$ cat config.mk
export PLATFORM = sky130hd
export DESIGN_NAME = r2p_mag_pipe
export DESIGN_NICKNAME = d
export VERILOG_FILES = /design/src/hdl/r2p_pkg.sv /design/src/hdl/r2p_mag_pipe.sv
export SDC_FILE = /design/constraint.sdc
export NUM_CORES = 2
export LEC_CHECK = 0
export BUFFER_PORTS_ARGS = -buffer_cell sky130_fd_sc_hd__buf_2
export CAP_MARGIN = 20
export CORE_UTILIZATION = 49
export CTS_CLUSTER_DIAMETER = 30
export CTS_CLUSTER_SIZE = 25
export DETAILED_ROUTE_END_ITERATION = 10
export PLACE_DENSITY = 0.64
export RECOVER_POWER = 100
export SETUP_SLACK_MARGIN = 0.4
export SYNTH_ARGS = -nofsm -noshare
export SYNTH_HDL_FRONTEND = slang
export SYNTH_SLANG_ARGS = --single-unit
$ cat constraint.sdc
create_clock -name aclk -period 6 [get_ports aclk]
set_clock_uncertainty 0.15 [all_clocks]
set_input_delay 0.6 -clock aclk [delete_from_list [all_inputs] [get_ports aclk]]
set_output_delay 0.6 -clock aclk [all_outputs]
set_load 0.005 [all_outputs]
$ cat src/hdl/r2p_pkg.sv
// Shared types, widths and constants of the rect-to-polar converter.
// Used by every module under hdl; depends on nothing else.

package r2p_pkg;

    // Field widths of the data words.
    localparam int DATA_W  = 16;
    localparam int PHASE_W = 16;
    localparam int SQ_W    = 2 * DATA_W;

    // Phase datapath: x and y carry guard bits plus headroom for the CORDIC gain.
    localparam int GUARD_W      = 16;
    localparam int CORDIC_STEPS = 24;
    localparam int XY_W         = DATA_W + GUARD_W + 3;

    // Angles are held in units of pi / 2^ANGLE_FRAC.
    localparam int ANGLE_FRAC  = 24;
    localparam int ANGLE_W     = ANGLE_FRAC + 3;
    localparam int PHASE_SHIFT = ANGLE_FRAC - (PHASE_W - 1);

    localparam logic signed [ANGLE_W-1:0] ANGLE_PI   = ANGLE_W'(1) <<< ANGLE_FRAC;
    localparam logic signed [ANGLE_W-1:0] ROUND_HALF = ANGLE_W'(1) <<< (PHASE_SHIFT - 1);
    localparam logic signed [ANGLE_W-1:0] PHASE_MAX  = ANGLE_W'((1 <<< (PHASE_W - 1)) - 1);
    localparam logic signed [ANGLE_W-1:0] PHASE_MIN  = -(ANGLE_W'(1) <<< (PHASE_W - 1));

    // Stage counts of the two datapaths and the common pipeline depth.
    localparam int MAG_STAGES   = DATA_W + 4;
    localparam int PHASE_STAGES = CORDIC_STEPS + 2;
    localparam int PIPE_DEPTH   = (MAG_STAGES > PHASE_STAGES) ? MAG_STAGES : PHASE_STAGES;

    // Input word: one spectrum bin.
    typedef struct packed {
        logic signed [DATA_W-1:0] real_part;
        logic signed [DATA_W-1:0] imag_part;
        logic                     last_in;
    } r2p_in_t;

    // Output word: magnitude and phase of one bin.
    typedef struct packed {
        logic [DATA_W-1:0]         magnitude;
        logic signed [PHASE_W-1:0] phase_angle;
        logic                      last_out;
    } r2p_out_t;

    // Rotation angles round(atan(2^-i) * 2^24 / pi).
    function automatic logic signed [ANGLE_W-1:0] atan_step(input int idx);
        logic signed [ANGLE_W-1:0] val;
        unique case (idx)
            0:       val = ANGLE_W'(4194304);
            1:       val = ANGLE_W'(2476042);
            2:       val = ANGLE_W'(1308273);
            3:       val = ANGLE_W'(664100);
            4:       val = ANGLE_W'(333339);
            5:       val = ANGLE_W'(166832);
            6:       val = ANGLE_W'(83436);
            7:       val = ANGLE_W'(41721);
            8:       val = ANGLE_W'(20861);
            9:       val = ANGLE_W'(10430);
            10:      val = ANGLE_W'(5215);
            11:      val = ANGLE_W'(2608);
            12:      val = ANGLE_W'(1304);
            13:      val = ANGLE_W'(652);
            14:      val = ANGLE_W'(326);
            15:      val = ANGLE_W'(163);
            16:      val = ANGLE_W'(81);
            17:      val = ANGLE_W'(41);
            18:      val = ANGLE_W'(20);
            19:      val = ANGLE_W'(10);
            20:      val = ANGLE_W'(5);
            21:      val = ANGLE_W'(3);
            22:      val = ANGLE_W'(1);
            23:      val = ANGLE_W'(1);
            default: val = '0;
        endcase
        return val;
    endfunction

endpackage

$ cat src/hdl/r2p_mag_pipe.sv
// Magnitude datapath: absolute values, squares, sum and a one-bit-per-stage square root.
// Depends on r2p_pkg; stage loads are driven by the pipeline control in the top level.

module r2p_mag_pipe
    import r2p_pkg::*;
(
    input  logic                     aclk,
    input  logic [PIPE_DEPTH-1:0]    stage_en,
    input  logic signed [DATA_W-1:0] re_i,
    input  logic signed [DATA_W-1:0] im_i,
    output logic [DATA_W-1:0]        mag_o
);

    localparam int SQRT_FIRST = 3;
    localparam int RND_STAGE  = SQRT_FIRST + DATA_W;
    localparam int MAG_PAD    = PIPE_DEPTH - MAG_STAGES;
    localparam int TRIAL_W    = SQ_W + 1;

    logic [DATA_W-1:0] abs_re_reg, abs_re_next;
    logic [DATA_W-1:0] abs_im_reg, abs_im_next;
    logic [SQ_W-1:0]   sq_re_reg, sq_re_next;
    logic [SQ_W-1:0]   sq_im_reg, sq_im_next;
    logic [SQ_W-1:0]   sum_reg, sum_next;
    logic [SQ_W-1:0]   rem_reg  [DATA_W];
    logic [DATA_W-1:0] root_reg [DATA_W];
    logic [DATA_W-1:0] mag_rnd_reg, mag_rnd_next;

    // Stage 0: absolute values. The most negative input maps to its unsigned magnitude.
    always_comb begin
        abs_re_next = re_i[DATA_W-1] ? DATA_W'(-re_i) : DATA_W'(re_i);
        abs_im_next = im_i[DATA_W-1] ? DATA_W'(-im_i) : DATA_W'(im_i);
    end

    always_ff @(posedge aclk) begin
        if (stage_en[0]) begin
            abs_re_reg <= abs_re_next;
            abs_im_reg <= abs_im_next;
        end
    end

    // Stage 1: squares, one multiplier each.
    always_comb begin
        sq_re_next = SQ_W'(abs_re_reg) * SQ_W'(abs_re_reg);
        sq_im_next = SQ_W'(abs_im_reg) * SQ_W'(abs_im_reg);
    end

    always_ff @(posedge aclk) begin
        if (stage_en[1]) begin
            sq_re_reg <= sq_re_next;
            sq_im_reg <= sq_im_next;
        end
    end

    // Stage 2: sum of squares. It cannot overflow, since each square is at most 2^(2W-2).
    assign sum_next = sq_re_reg + sq_im_reg;

    always_ff @(posedge aclk) begin
        if (stage_en[2]) begin
            sum_reg <= sum_next;
        end
    end

    // Square root stages: each one settles one root bit, from the top down.
    for (genvar j = 0; j < DATA_W; j++) begin : g_sqrt
        localparam int BIT = DATA_W - 1 - j;

        logic [SQ_W-1:0]    rem_src;
        logic [DATA_W-1:0]  root_src;
        logic [TRIAL_W-1:0] trial;
        logic [SQ_W-1:0]    rem_next;
        logic [DATA_W-1:0]  root_next;

        if (j == 0) begin : g_head
            assign rem_src  = sum_reg;
            assign root_src = '0;
        end else begin : g_body
            assign rem_src  = rem_reg[j-1];
            assign root_src = root_reg[j-1];
        end

        // (root + 2^b)^2 - root^2 = root * 2^(b+1) + 2^(2b)
        always_comb begin
            trial = (TRIAL_W'(root_src) << (BIT + 1)) | (TRIAL_W'(1) << (2 * BIT));
            if (TRIAL_W'(rem_src) >= trial) begin
                rem_next  = rem_src - SQ_W'(trial);
                root_next = root_src | (DATA_W'(1) << BIT);
            end else begin
                rem_next  = rem_src;
                root_next = root_src;
            end
        end

        always_ff @(posedge aclk) begin
            if (stage_en[SQRT_FIRST + j]) begin
                rem_reg[j]  <= rem_next;
                root_reg[j] <= root_next;
            end
        end
    end

    // Rounding stage: s > r*r + r is the same as remainder > r.
    assign mag_rnd_next = root_reg[DATA_W-1]
                        + DATA_W'(rem_reg[DATA_W-1] > SQ_W'(root_reg[DATA_W-1]));

    always_ff @(posedge aclk) begin
        if (stage_en[RND_STAGE]) begin
            mag_rnd_reg <= mag_rnd_next;
        end
    end

    // Delay stages that line the magnitude up with the phase.
    if (MAG_PAD > 0) begin : g_pad
        logic [DATA_W-1:0] mag_dly_reg [MAG_PAD];

        for (genvar p = 0; p < MAG_PAD; p++) begin : g_dly
            always_ff @(posedge aclk) begin
                if (stage_en[MAG_STAGES + p]) begin
                    if (p == 0) begin
                        mag_dly_reg[p] <= mag_rnd_reg;
                    end else begin
                        mag_dly_reg[p] <= mag_dly_reg[(p == 0) ? 0 : p - 1];
                    end
                end
            end
        end

        assign mag_o = mag_dly_reg[MAG_PAD-1];
    end else begin : g_nopad
        assign mag_o = mag_rnd_reg;
    end

endmodule

==> impl_metrics.json <==
{
  "final_cell_mix": "886 x edfxtp_1, 681 x inv_1, 390 x ha_1",
  "setup_viol": 13,
  "synth_top_cell_by_area": "edfxtp_1",
  "hold_viol": 0,
  "core_um2": 109000,
  "synth_area_leaders": "edfxtp_1 49%, fa_1 12%, ha_1 9.2%, inv_1 4.8%, xnor2_1 3.6%",
  "worstSetupEndpointType": "flop",
  "holdPathStages": 2,
  "dp_hpwl_um": 85200,
  "rsz0062_at_grt": "yes",
  "synthCells": 4571,
  "layout_setup_ws_ns": -0.154,
  "top_layer_used": "met5",
  "cts_tree": "done",
  "clk_path_buf_depth": 3,
  "h-tree-depth": 4,
  "criticalPathCategory": "flop to flop",
  "synth_top_flop_cell": "edfxtp_1",
  "slew_headroom": -1.34,
  "grt_pass1_vias": 35600,
  "startpoint_type": "flop",
  "start_util": 0.497,
  "synth_area_um2": 54400,
  "wl_met3_um": 3980,
  "track_usage": 0.201,
  "vias_per_cell": 5.18,
  "insertion_delay_ns": 0.75,
  "clock.fmax_ghz": 0.162,
  "die_w_um": 335,
  "portBuffers": 74,
  "synth_top_cell_area_share": 0.489,
  "outcome": "complete, but fails checks",
  "num_vias": 34200,
  "ys_ff_latch": 886,
  "violations": "capacitance limit, slew limit, setup timing",
  "routedWlPerCell_um": 16.6,
  "syn_to_final_growth_pct": 19.2,
  "die_y_um": 335,
  "wirelength_um": 110000,
  "cts_buffers": 174,
  "arrival_ns": 6.49,
  "cts_sinks": 886,
  "synth_cell_types": 75,
  "reg2regPathDepth": 25,
  "met1_length_um": 42500,
  "period_share": 1.03,
  "io_pins": 75,
  "dr.pass1.iters": 7,
  "cts_root_buf": "clkbuf_16",
  "gp_congestion": 0.858,
  "drv_cap": 20,
  "dieArea_um2": 112000,
  "nNetsFinal": 5777,
  "placed_area_um2": 58100,
  "drive_gt1_frac": 0.133,
  "yosysSeqAreaShare": 0.489,
  "drv_slew": 829,
  "rows": 121,
  "drtIter0Drc": 1616,
  "cts.reportedPaths.clkPinSlew_ns": 0.04,
  "grt_pass1_wl_um": 179000,
  "grt_max_degree": 63,
  "tightest_slew_ns": 3.51,
  "crit_required_ns": 6.33,
  "antenna_found_initial": 4,
  "drc_errors": 0,
  "final_antenna_net_count": 0,
  "regArea_um2": 26600,
  "fill_cells": 8774,
  "critPathMaxFanout": 5,
  "largest_reg_flops": 512,
  "dp_slack_ns": -0.217,
  "fin_crit_ns": 6.15,
  "synthesis.nets": 5360,
  "fin_area_um2": 64900,
  "layout_commonest_cell": "edfxtp_1",
  "gr-total-overflow": 0,
  "multi_input_area_um2": 25500,
  "syn_area_per_cell_um2": 11.9,
  "hp-class": "input pin to flop",
  "synthArstFlopShare": 0,
  "met2_wirelength_um": 58700,
  "ys_warn_count": 0,
  "synth_edf_count": 886
}
==> cell usage after synthesis, drive strengths merged (6+ instances only) <==
master,n
nand2,317
mux2,24
o211ai,14
xnor2,225
xor2,130
o2111ai,6
o41ai,9
nor4,78
or3,28
a211oi,18
nor2b,37
nand3,62
nand4b,7
inv,698
a21boi,14
nand2b,45
o21a,53
edfxtp,886
fa,328
or2,14
o21ai,162
and2,100
a21o,90
nor4b,20
nor2,218
clkbuf,72
a31oi,12
a211o,10
o31ai,25
ha,402
nor3,92
o21bai,15
or4,13
nand4,45
and3,21
nand3b,11
a21oi,206
==> kinds of logic (layout without fill, tap and decap cells) <==
logic type	after synthesis	count (layout)	share of synthesized area
adders and majority gates	730	730	0.213
AOI/OAI and AO/OA	670	670	0.0770
buffers and inverters	772	1337	0.0533
and+or+nand+nor	1129	1129	0.105
DFF	886	886	0.489
muxes	29	29	0.00588
other	0	2	0
xor gates and xnor gates	355	355	0.0571
==> area by class of cell <==
cell class              instances  share of cell area
clock buffers                 196              0.0690
inverters                     698              0.0404
multi-input cells            2913               0.394
repair buffers                315              0.0341
well taps                    1476              0.0285
diodes                          2           0.0000771
flip-flops and latches        886               0.410
clock inverters               128              0.0240
==> stage by stage <==
stage | utilization | hold WS (ns) | TNS, ns | instances
final | 0.593 | 0.0414 | -0.966 | 6614
after global routing | 0.593 | 0.0300 | -4.84 | 6613
after CTS | 0.589 | 0.000585 | -0.456 | 6593
after detailed placement | 0.530 | 0.255 | -1.58 | 6232
after global placement | 0.530 | 0.251 | -0.957 | 6232
after floorplan | - | 0.250 | 0 | 4571
==> timing repair <==
| action | in CTS | in global routing |
|---|---|---|
| hold buffers | 4 | 0 |
| endpoints found under the hold margin | 4 | 0 |
| buffers inserted | 33 | 18 |
| pin swaps | 43 | 58 |
| resized for setup | 34 | 96 |
| setup endpoints to repair | 36 | 40 |
==> final timing paths <==
path / slack [ns] / from / end
worst max register to register: -0.15 / abs_im_reg[9]$_DFFE_PP_ / sq_im_reg[25]$_DFFE_PP_
worst min-delay path: 0.04 / re_i[9] / abs_re_reg[9]$_DFFE_PP_
worst min register to register: 0.25 / mag_rnd_reg[3]$_DFFE_PP_ / g_pad.mag_dly_reg[0][3]$_DFFE_PP_
worst max-delay path: -0.15 / abs_im_reg[9]$_DFFE_PP_ / sq_im_reg[25]$_DFFE_PP_
==> per-layer routing <==
layer / vias up / GRT usage
met5: - / 0
met4: 2 / 0.0943
met3: 272 / 0.0342
met2: 604 / 0.372
met1: 16600 / 0.224
li1: 16800 / -
==> critical path, stage by stage, from the launching register on <==
cell and delay, ns:
edfxtp_1 0.48, and2_4 0.22, fa_1 0.56, inv_2 0.04, fa_1 0.50, inv_1 0.05
fa_1 0.47, inv_1 0.05, fa_1 0.47, inv_1 0.05, fa_1 0.49, inv_2 0.04
fa_1 0.51, inv_2 0.05, ha_4 0.25, a41oi_2 0.20, o21ai_2 0.10, buf_6 0.13
a21oi_4 0.15, a211oi_4 0.10, buf_4 0.14, o31a_1 0.24, nor2_2 0.13, o21ai_1 0.08
a21oi_1 0.16, xnor2_1 0.08
Power is not shown: default switching activity piles up to over one toggle a cycle in this logic, so the estimate is an artifact.
